**src/vcx_ram.sv**
```systemverilog
// generic simple dual-port ram with registered read
module vcx_ram #(
  parameter int unsigned WIDTH = 8,
  parameter int unsigned DEPTH = 256
) (
  input  logic                     clk,
  input  logic                     we,
  input  logic [$clog2(DEPTH)-1:0] waddr,
  input  logic [WIDTH-1:0]         wdata,
  input  logic [$clog2(DEPTH)-1:0] raddr,
  output logic [WIDTH-1:0]         rdata
);

  logic [WIDTH-1:0] mem [DEPTH];

  always_ff @(posedge clk) begin
    if (we) begin
      mem[waddr] <= wdata;
    end
    rdata <= mem[raddr];
  end

endmodule

```
**config.mk**
```make
export PLATFORM = sky130hd
export DESIGN_NAME = vcx_ram
export DESIGN_NICKNAME = d
export VERILOG_FILES = /design/src/vcx_ram.sv
export SDC_FILE = /design/constraint.sdc
export NUM_CORES = 2
export LEC_CHECK = 0
export ABC_AREA = 1
export BUFFER_PORTS_ARGS = -buffer_cell sky130_fd_sc_hd__buf_2
export CAP_MARGIN = 30
export CORE_ASPECT_RATIO = 1.1
export CORE_UTILIZATION = 45
export CTS_CLUSTER_DIAMETER = 200
export DETAILED_ROUTE_END_ITERATION = 12
export GPL_TIMING_DRIVEN = 0
export SETUP_SLACK_MARGIN = 0.15
export SLEW_MARGIN = 40
export SYNTH_ARGS = -nofsm -noshare
export SYNTH_HDL_FRONTEND = slang
export SYNTH_SLANG_ARGS = --single-unit
```
**constraint.sdc**
```tcl
create_clock -name clk -period 3.8 [get_ports clk]
set_input_delay 0.19 -clock clk [delete_from_list [all_inputs] [get_ports clk]]
set_output_delay 0.19 -clock clk [all_outputs]
set_load 0.005 [all_outputs]
```
==> reports/qor.csv <==
metric,value,unit
status,"finished, final reports clean",
finalClockSkew,0.03545,ns
avgRoutedWirePerCell,35.81,microns
period_needed,2.895,ns
postCtsSetupRepairBufs,0,
grt_overflow,0,
postPlaceCellArea,88230,sq um
final_common_cell,nand2_1,
crit_required,4.54,ns
p_leak,33.11,nW
fp-row-count,165,
dpl_worst_slack,0.2074,ns
synth.area.top_cells,"edfxtp_1, nand3_1, nand2_1",
post-route-util,0.5167,
dpl.hpwl,245900,microns
min-delay-path-class,in2reg,
grt_max_degree,106,
tritoncts,done,
io_pins,34,
cts_sinks,2056,
netlist_instances,7003,
synth_seq_cells,2056,
vias,61860,
synth.distinct_cells,14,
peakVddDrop,0.0005540,V
final_cell_mix,"nand2_1, edfxtp_1, nand3_1",
clk_latency,0.92,ns
final-setup-viol-count,0,
avgSynthCellArea,11.91,sq um
hold_viol,0,
htreeDepth,4,
max_cap_violations,0,
synth_fp_nets,7029,
endpoint_kind,flip-flop,
cts.path.max_buffers,3,
layout.cells.non_filler,9883,
mappedNetlistArea,83400,sq um
die_h,453.5,microns
ant_nets,0,
dp_cells,9482,
remaining_drc_errors,0,
yosysSeqAreaShare,0.7394,
synth_largest_area_cell,edfxtp_1,
startpoint_type,input pin,
drive_gt1_frac,0.1350,
area_delta_synth_final,13.97,%
dieArea,187100,sq um
fp.dieW,412.5,microns
yosys.area.top_type_share,0.7374,
fill_cells,15780,
crit_type,in2reg,
io_buffers,26,
grt_pass1_wl,470200,microns
worstPathMaxFanout,10,
slew_headroom,0.3263,
start_util,0.4534,
cts_inserted_buffers,208,
grt_setup_unrepaired,false,
vias_per_cell,6.259,
powerDensity,518.0,nW/um^2
worst_slack,0.9048,ns
worstPathArrival,3.64,ns
globalplace.congestion,1.034,
max_freq,345.4,MHz
grt_pass1_vias,57180,
core_area,183900,sq um
slew_violations,0,
final.period_utilization,0.7619,
whs,0.2526,ns
clkTransAtPathRegs,0.06,ns
wl,353900,microns
num-nets-final,7308,
finalInstanceArea,95050,sq um
root_buffer,clkbuf_16,
antenna_found_initial,27,
grtUsageTotal,0.3738,
yosysWarnings,0,
first_pass_iters,7,
drtIter0Drc,9978,
worstMarginPinSlew,1.011,ns
[Yosys cell counts]
library cell,instances
dfxtp_1,8
buf_2,268
edfxtp_1,2048
nor2_1,283
buf_8,1
buf_6,16
nand3_1,2019
buf_1,40
clkbuf_1,112
buf_4,46
inv_2,2
nand2_1,2123
inv_1,36
inv_4,1
[metrics by stage]
| step | power (W) | TNS [ns] |
|---|---|---|
| 2_1_floorplan | 0.02704 | 0 |
| 3_3_place_gp | 0.02908 | -2228.19 |
| 3_5_place_dp | 0.02914 | 0 |
| 4_1_cts | 0.04895 | 0 |
| 5_1_grt | 0.05001 | 0 |
| 6_report | 0.04924 | 0 |
[path summary, 6_finish.rpt]
path         slack (ns)  cells past startpoint            startpoint               endpoint
max                0.90                     13              raddr[1]       rdata[6]$_DFF_P_
min                0.25                      3                    we  mem[246][6]$_DFFE_PP_
max reg2reg        1.47                     10  mem[96][2]$_DFFE_PP_       rdata[2]$_DFF_P_
min reg2reg        1.20                     10  mem[26][7]$_DFFE_PP_       rdata[7]$_DFF_P_
[power by group]
| group | leakage, nW | internal [W] | switching (W) |
|---|---|---|---|
| combinational | 11.4 | 0.000796 | 0.00308 |
| sequential | 18.5 | 0.0250 | 0.0000145 |
| clock | 3.21 | 0.0112 | 0.00918 |
| total | 33.1 | 0.0370 | 0.0123 |
[worst max-delay path, stage by stage]
cell,delay [ns]
buf_4,0.36
clkbuf_2,0.47
buf_16,0.20
buf_2,0.53
nand3_1,0.23
nand3_1,0.13
nand3_1,0.19
nand3_1,0.21
nand3_1,0.24
nand3_1,0.36
nand2_1,0.18
nand2_1,0.13
nand2_1,0.18
[logic make-up (layout without fill, tap and decap cells)]
logic type,count (synthesis),in the layout,share of synthesized area
and+or+nand+nor,4425,4425,0.2295
DFF,2056,2056,0.7394
buffers and inverters,522,965,0.03119
other,0,16,0
[sequential cells by signal, indices dropped and copies added, names as in the netlist]
signal  flops
mem      2048
rdata       8
[area by class of cell]
| cell class | count | area [sq um] | area share |
|---|---|---|---|
| diodes | 16 | 40.04 | 0.0004212 |
| plain buffers | 483 | 2566 | 0.02700 |
| clock buffers | 250 | 5363 | 0.05642 |
| clock inverters | 124 | 1249 | 0.01314 |
| inverters | 39 | 148.9 | 0.001566 |
| multi-input cells | 4425 | 19870 | 0.2091 |
| flip-flops and latches | 2056 | 61660 | 0.6487 |
| well taps | 2421 | 3029 | 0.03187 |
| repair buffers | 69 | 1122 | 0.01181 |
[per-layer routing]
metal	routed length [microns]	part of all wire	vias up	track usage
li1	-	-	25480	-
met1	123500	0.35	30410	0.4509
met2	157000	0.44	4736	0.5678
met3	44410	0.13	1212	0.1188
met4	28830	0.081	26	0.2655
met5	197	0.00056	-	0
[timing repair]
item                      CTS  global route
resized for setup           0             0
hold buffers                9             0
hold endpoints to repair  648             0
Note: power is estimated with default switching activity, not from simulation.
