===== src/vcx_pkg.sv =====
// shared constants, types and codes for the vram color expand and row transfer block
package vcx_pkg;

  // memory geometry: bytes are stored sixteen to a word
  localparam int unsigned MEM_BYTES  = 524288;
  localparam int unsigned ADDR_W     = $clog2(MEM_BYTES);
  localparam int unsigned WORD_BYTES = 16;
  localparam int unsigned WORD_BITS  = 8 * WORD_BYTES;
  localparam int unsigned LANE_W     = $clog2(WORD_BYTES);
  localparam int unsigned WORD_AW    = ADDR_W - LANE_W;
  localparam int unsigned MEM_WORDS  = MEM_BYTES / WORD_BYTES;

  // processor address windows
  localparam logic [31:0] BIT_WIN_LO  = 32'h0200_0000;
  localparam logic [31:0] BIT_WIN_HI  = 32'h020f_ffff;
  localparam logic [31:0] BYTE_WIN_LO = 32'hff80_0000;
  localparam int unsigned BYTE_SHIFT  = 3;

  // row sizes in words
  localparam int unsigned BIT_ROW_WORDS  = (512 * 8) / WORD_BYTES;
  localparam int unsigned BYTE_ROW_WORDS = (511 + 1) / WORD_BYTES;
  localparam int unsigned BUF_AW         = $clog2(BIT_ROW_WORDS);
  localparam int unsigned LEN_W          = BUF_AW + 1;

  typedef logic [WORD_BITS-1:0] word_t;

  typedef enum logic [2:0] {
    OP_EXPAND1  = 3'd0,
    OP_EXPAND2  = 3'd1,
    OP_SELECT   = 3'd2,
    OP_TRANSFER = 3'd3,
    OP_READ     = 3'd4
  } opcode_t;

  typedef enum logic [1:0] {
    STAT_DONE     = 2'd0,
    STAT_OUTSIDE  = 2'd1,
    STAT_DISABLED = 2'd2
  } status_t;

  typedef enum logic [1:0] {
    CFG_MULTISYNC = 2'd0,
    CFG_FILL      = 2'd1,
    CFG_XFER_EN   = 2'd2
  } cfg_index_t;

  typedef enum logic [2:0] {
    S_IDLE,
    S_MERGE,
    S_COPY_IN,
    S_COPY_OUT,
    S_FINISH
  } state_t;

  // decoded row from a processor bit address
  typedef struct packed {
    logic               hit;
    logic [WORD_AW-1:0] start;
    logic [LEN_W-1:0]   len;
  } row_dec_t;

endpackage


===== src/vcx_row_decode.sv =====
// maps a processor bit-window or byte-window address to an aligned row start and length in words
module vcx_row_decode import vcx_pkg::*; (
  input  logic [31:0] bus_address,
  input  logic        mode,
  output row_dec_t    dec
);

  logic [31:0]        off_bit;
  logic [31:0]        off_byte;
  logic [31:0]        b_bit;
  logic [31:0]        b_byte;
  logic [LEN_W-1:0]   len_bit;
  logic [WORD_AW-1:0] mask_bit;
  logic [WORD_AW-1:0] w_bit;
  logic [WORD_AW-1:0] w_byte;
  logic               in_bit;
  logic               in_byte;

  always_comb begin
    in_bit   = (bus_address >= BIT_WIN_LO) && (bus_address <= BIT_WIN_HI);
    in_byte  = (bus_address >= BYTE_WIN_LO);
    off_bit  = bus_address - BIT_WIN_LO;
    off_byte = bus_address - BYTE_WIN_LO;
    // multisync halves both the address scale and the row
    b_bit    = off_bit >> mode;
    b_byte   = off_byte >> BYTE_SHIFT;
    len_bit  = LEN_W'(BIT_ROW_WORDS) >> mode;
    mask_bit = ~(WORD_AW'(len_bit) - WORD_AW'(1));
    w_bit    = b_bit[ADDR_W-1:LANE_W] & mask_bit;
    w_byte   = b_byte[ADDR_W-1:LANE_W] & ~WORD_AW'(BYTE_ROW_WORDS - 1);

    dec.hit   = in_bit || in_byte;
    dec.start = in_bit ? w_bit : w_byte;
    dec.len   = in_bit ? len_bit : LEN_W'(BYTE_ROW_WORDS);
  end

endmodule


===== config.mk =====
export PLATFORM = sky130hd
export DESIGN_NAME = vcx_row_decode
export DESIGN_NICKNAME = d
export VERILOG_FILES = /design/src/vcx_pkg.sv /design/src/vcx_row_decode.sv
export SDC_FILE = /design/constraint.sdc
export NUM_CORES = 1
export LEC_CHECK = 0
export ABC_AREA = 1
export BUFFER_PORTS_ARGS = -buffer_cell sky130_fd_sc_hd__buf_4
export CORE_MARGIN = 4
export CORE_UTILIZATION = 35
export DETAILED_ROUTE_END_ITERATION = 7
export PLACE_DENSITY = 0.89
export SYNTH_ARGS = -nofsm -noshare
export SYNTH_HDL_FRONTEND = slang
export SYNTH_SLANG_ARGS = --single-unit

===== constraint.sdc =====
create_clock -name vclk -period 1.05
set_input_delay 0.105 -clock vclk [all_inputs]
set_output_delay 0.105 -clock vclk [all_outputs]
set_load 0.01 [all_outputs]

==> results of run 1 <==
-- metrics by stage --
stage	instances	cell area (sq um)	TNS (ns)	worst slack, ns	util (%)
4_1_cts	140	833	-0.0702	-0.0166	64.0
3_3_place_gp	139	749	-0.677	-0.0766	57.6
5_1_grt	140	867	-0.720	-0.0993	66.6
6_report	140	867	-0.138	-0.0433	66.6
2_1_floorplan	98	524	0	0.121	-
3_5_place_dp	139	749	-1.27	-0.121	57.6
-- routing by layer --
layer / wire, um / share of wire [%] / global-route usage, %
met5: 0 / 0 / 0
met4: 42 / 2.4 / 4.09
met3: 163 / 9.5 / 1.20
met2: 908 / 53 / 30.2
met1: 610 / 35 / 17.6
-- cells in the final DEF (no fill, tap or decap) --
cell / synthesis / routed
nand2_4: 1 / 3
conb_1: 1 / 11
nor2_2: 2 / 2
nor3_1: 1 / 1
buf_4: 11 / 23
buf_12: 0 / 1
nor2_8: 1 / 1
o21ai_0: 2 / 2
nand2_1: 31 / 25
inv_2: 3 / 3
buf_6: 1 / 14
and3_1: 1 / 1
inv_1: 5 / 5
nor2_1: 5 / 3
nor2_4: 1 / 3
buf_8: 0 / 1
nand4_1: 8 / 8
nand3_4: 1 / 2
nand2_2: 12 / 16
-- final cells by class --
type                       instances  area, sq um  share of cell area (%)
inverter                           8         30.0                    3.46
multi-input combinational         78          453                    52.2
tap                               15         18.8                    2.16
timing repair buffer              39          365                    42.1
-- power breakdown --
part           total (mW)  internal [mW]  switching, mW
registers               0              0              0
clock network           0              0              0
logic               0.301          0.147          0.154
-- worst paths after layout --
path	startpoint	end	cells after the start	slack [ns]
setup / recovery	bus_address[30]	dec[16]	8	-0.04
hold / removal	bus_address[12]	dec[14]	4	0.48
-- cell families after synthesis --
family	after synthesis	synth area share (%)
compound gates	2	2.06
buf+inv	21	26.5
other cells	1	0.770
simple gates	64	70.7
-- worst max-delay path, cell delays in order --
cell and delay, ns:
buf_6 0.10, nor2_4 0.12, nand2_4 0.07, nor2_8 0.15, buf_6 0.14, nand4_1 0.11
nand2_2 0.09, buf_6 0.10
-- what timing repair did --
action	CTS	global route
gates cloned	1	0
resized for setup	19	10
setup endpoints to repair	14	13
buffers inserted	0	0
pin swaps	12	10
==> key figures, run 1 <==
Outcome
  • Failing checks: negative setup slack
  • Status: finished, violations left

Drt
  • Vias: between 600 and 700
  • Iter 0 DRT Violations: 13
  • Residual DRC: 0
  • Total Wirelength: 1720 um
  • WL/cell: ~12 um
  • Drt first pass iters: 4
  • Vias per cell: roughly 5
  • Detail Route Antenna Nets: 0

Logic synthesis
  • Post-synth top cells: nand2_1 (31), nand2_2 (12), buf_4 (11), nand4_1 (8)
  • Mapped Cells: 88
  • Post-synth cell types: 18
  • Synthesized area: 487 sq um
  • Syn. warnings: 0
  • Synthesized area per cell: ~5.5 sq um
  • Count leader, synth: nand2_1
  • Synth area leader: nand2_1
  • Synth top area share: 23.9%
  • Synth area leaders: nand2_1 (24%), buf_4 (17%), nand2_2 (15%), nand4_1 (10%), nor2_8 (4.1%)
  • Post-synthesis sequential area ratio: 0%

Floorplan
  • I/O Pins: 58
  • Initial Utilization: 37.4%
  • Chip height: 45.3 um
  • Count of standard-cell rows: 13
  • Die Width: about 45 um
  • Die area: between 2000 and 2500 sq um
  • Core area: roughly 1300 sq um

Power and ir drop
  • Pwr Total: 301 uW
  • Leakage power: approximately 0.50 nW
  • Pwr/cell area: 347 nW/um^2
  • Maximum VDD drop: roughly 170 uV

Global routing
  • Vias in the first global route: roughly 630
  • GR Util All Layers: 15.5%
  • First-pass GRT wire length: 2530 um
  • Grt total ovfl: 0
  • Initial antenna violation count: 0
  • Largest net degree at the start of global routing: 9

Setup path
  • CP arrival: approximately 0.99 ns
  • Crit. End Element: primary output
  • Crit-path max FO: 8
  • CP Launch Type: input pin
  • CP Class: in -> out
  • Required time worst endpoint: around 0.94 ns

Final layout
  • Nets: 160
  • Register area: 0 sq um
  • Fill cell count: ~120
  • Clock buf count: 0
  • Share of cells above drive strength 1: a little under three fifths
  • Diode count: 0
  • Seq_cells: 0
  • P&R area growth vs syn: 78.1%

Placement
  • PortBufs: 35
  • Post-DP HPWL: 1190 um
  • Final GP Congestion: approximately 0.86

Run
  • Max Cap Violations: 0

Timing
  • RSZ-0062 raised after global routing: true
  • Final Worst Setup Slack: -0.0433 ns
  • Slew Limit Fails: 0
  • Setup-failing EPs final: 7
  • Final period util: 104%
  • Achievable Freq: 0.915 GHz
  • Hold Slack: 0.484 ns
  • Final-report hold violation count: 0
  • Fin crit period: about 1.1 ns

Hold path
  • Hold Path Class: in -> out

Clock tree
  • Post-CTS Hold Fix Bufs: 0
Power figures use the tool's default switching activity.
==> inputs of run 2 (changes only) <==
==> constraint.sdc (replaced) <==
create_clock -name vclk -period 1.05
set_input_delay 0.105 -clock vclk [all_inputs]
set_output_delay 0.105 -clock vclk [all_outputs]
set_load 0.02 [all_outputs]
==> key figures, run 2 (synthesized netlist as in run 1, its figures left out) <==
Setup path
  • Crit-path max FO: 6
  • CP arrival: 1.00 ns
  • CP Class: in -> out
  • Cells along the critical path: buf_8 > nor2_4 > nand2_4 > nor2_8 > nand3_4 > nand2_2 > nand2_2 > buf_6
  • CP Launch Type: input pin
  • Max incr delay on CP: 0.15 ns
  • Worst path most repeated cell: nand2_2
  • Slowest-stage cell, CP: nor2_8
  • Launch point of the worst path: bus_address[29]
  • Required time worst endpoint: ~0.94 ns
  • Crit. End Element: primary output

Placement
  • Dpl ws: -0.109 ns
  • Post-DP HPWL: between 1000 and 1500 um
  • Area after DPL: between 700 and 800 sq um
  • PortBufs: 35
  • Final GP Congestion: a little under 0.9

Timing
  • RSZ-0062 raised after global routing: true
  • Slew Limit Fails: 0
  • Hold Slack: 0.499 ns
  • Setup-failing EPs final: 13
  • Final period util: 105%
  • Achievable Freq: ~0.9 GHz
  • Fin crit period: between 1 and 1.5 ns
  • Final-report hold violation count: 0
  • Final Worst Setup Slack: -0.0521 ns

Final layout
  • Diode count: 0
  • Fin area: ~900 sq um
  • Seq_cells: 0
  • Clock buf count: 0
  • Most common cell after layout, fill and taps aside: nand2_1
  • Nets: 160
  • Share of cells above drive strength 1: 56.0%
  • Fill cell count: between 100 and 150
  • Register area: 0 sq um
  • P&R area growth vs syn: 83.5%
  • Most frequent cells in the layout: nand2_1 (26), buf_6 (19), buf_4 (18), nand2_2 (15), conb_1 (11)

Global routing
  • Initial antenna violation count: 0
  • Largest net degree at the start of global routing: 10
  • First-pass GRT wire length: about 2800 um
  • Vias in the first global route: between 600 and 700
  • Grt total ovfl: 0
  • GR Util All Layers: approximately 18%

Power and ir drop
  • Pwr/cell area: around 390 nW/um^2
  • Maximum VDD drop: 198 uV
  • Leakage power: just over 0.5 nW
  • Pwr Total: 345 uW

Hold path
  • Hold Path Class: in -> out
  • WHS Path Cells: 4
  • Hold Crit Start: bus_address[12]

Floorplan
  • Count of standard-cell rows: 13
  • I/O Pins: just under 60
  • Initial Utilization: between 30% and 40%
  • Die Width: roughly 45 um
  • Chip height: roughly 45 um
  • Die area: ~2100 sq um
  • Core area: 1300 sq um

Drt
  • Total Wirelength: around 1900 um
  • Iter 0 DRT Violations: 19
  • Vias per cell: ~5
  • WL/cell: around 13 um
  • Vias: roughly 700
  • Residual DRC: 0
  • Detail Route Antenna Nets: 0
  • Drt first pass iters: 4

Outcome
  • Failing checks: negative setup slack
  • Status: finished, violations left

Run
  • Max Cap Violations: 0

Clock tree
  • Post-CTS Hold Fix Bufs: 0
## run 2: final timing paths
check / endpoint / slack [ns]
setup / recovery: dec[18] / -0.05
hold / removal: dec[14] / 0.50
## run 2: repair_timing
| item | 4_1_cts | 5_1_grt |
|---|---|---|
| cloned | 1 | 0 |
| endpoints found under the setup margin | 14 | 13 |
| buffers inserted | 0 | 0 |
| pin swaps | 12 | 7 |
| resized for setup | 26 | 10 |
## run 2: per-layer routing
metal  vias to the layer above  global-route usage, %  routed length [um]
li1                        329                      -                   -
met1                       321                   18.1                 627
met2                        46                   36.2                1030
met3                         6                  0.797                 160
met4                         0                   7.02                  54
met5                         -                      0                   0
## run 2: metrics by stage
step	std cells	utilization, %	setup TNS, ns
2_1_floorplan	98	-	0
3_5_place_dp	139	57.6	-1.10
4_1_cts	140	65.9	-0.0968
5_1_grt	140	68.7	-0.821
3_3_place_gp	139	57.6	-0.907
6_report	140	68.7	-0.409
## run 2: final cells by class
cell class | instances | area [sq um] | share of cell area (%)
well taps | 15 | 18.8 | 2.10
repair buffers | 39 | 384 | 43.0
inverters | 8 | 30.0 | 3.36
multi-input cells | 78 | 460 | 51.5
## run 2: worst max-delay path: cells and delay by family
family / cells / cell delay, ns
AND/OR/NAND/NOR: 6 / 0.66
buffers and inverters: 2 / 0.23
## run 2: report_power, final
part	switching (mW)	internal (mW)
Clock	0	0
Sequential	0	0
Combinational	0.193	0.152
Total	0.193	0.152
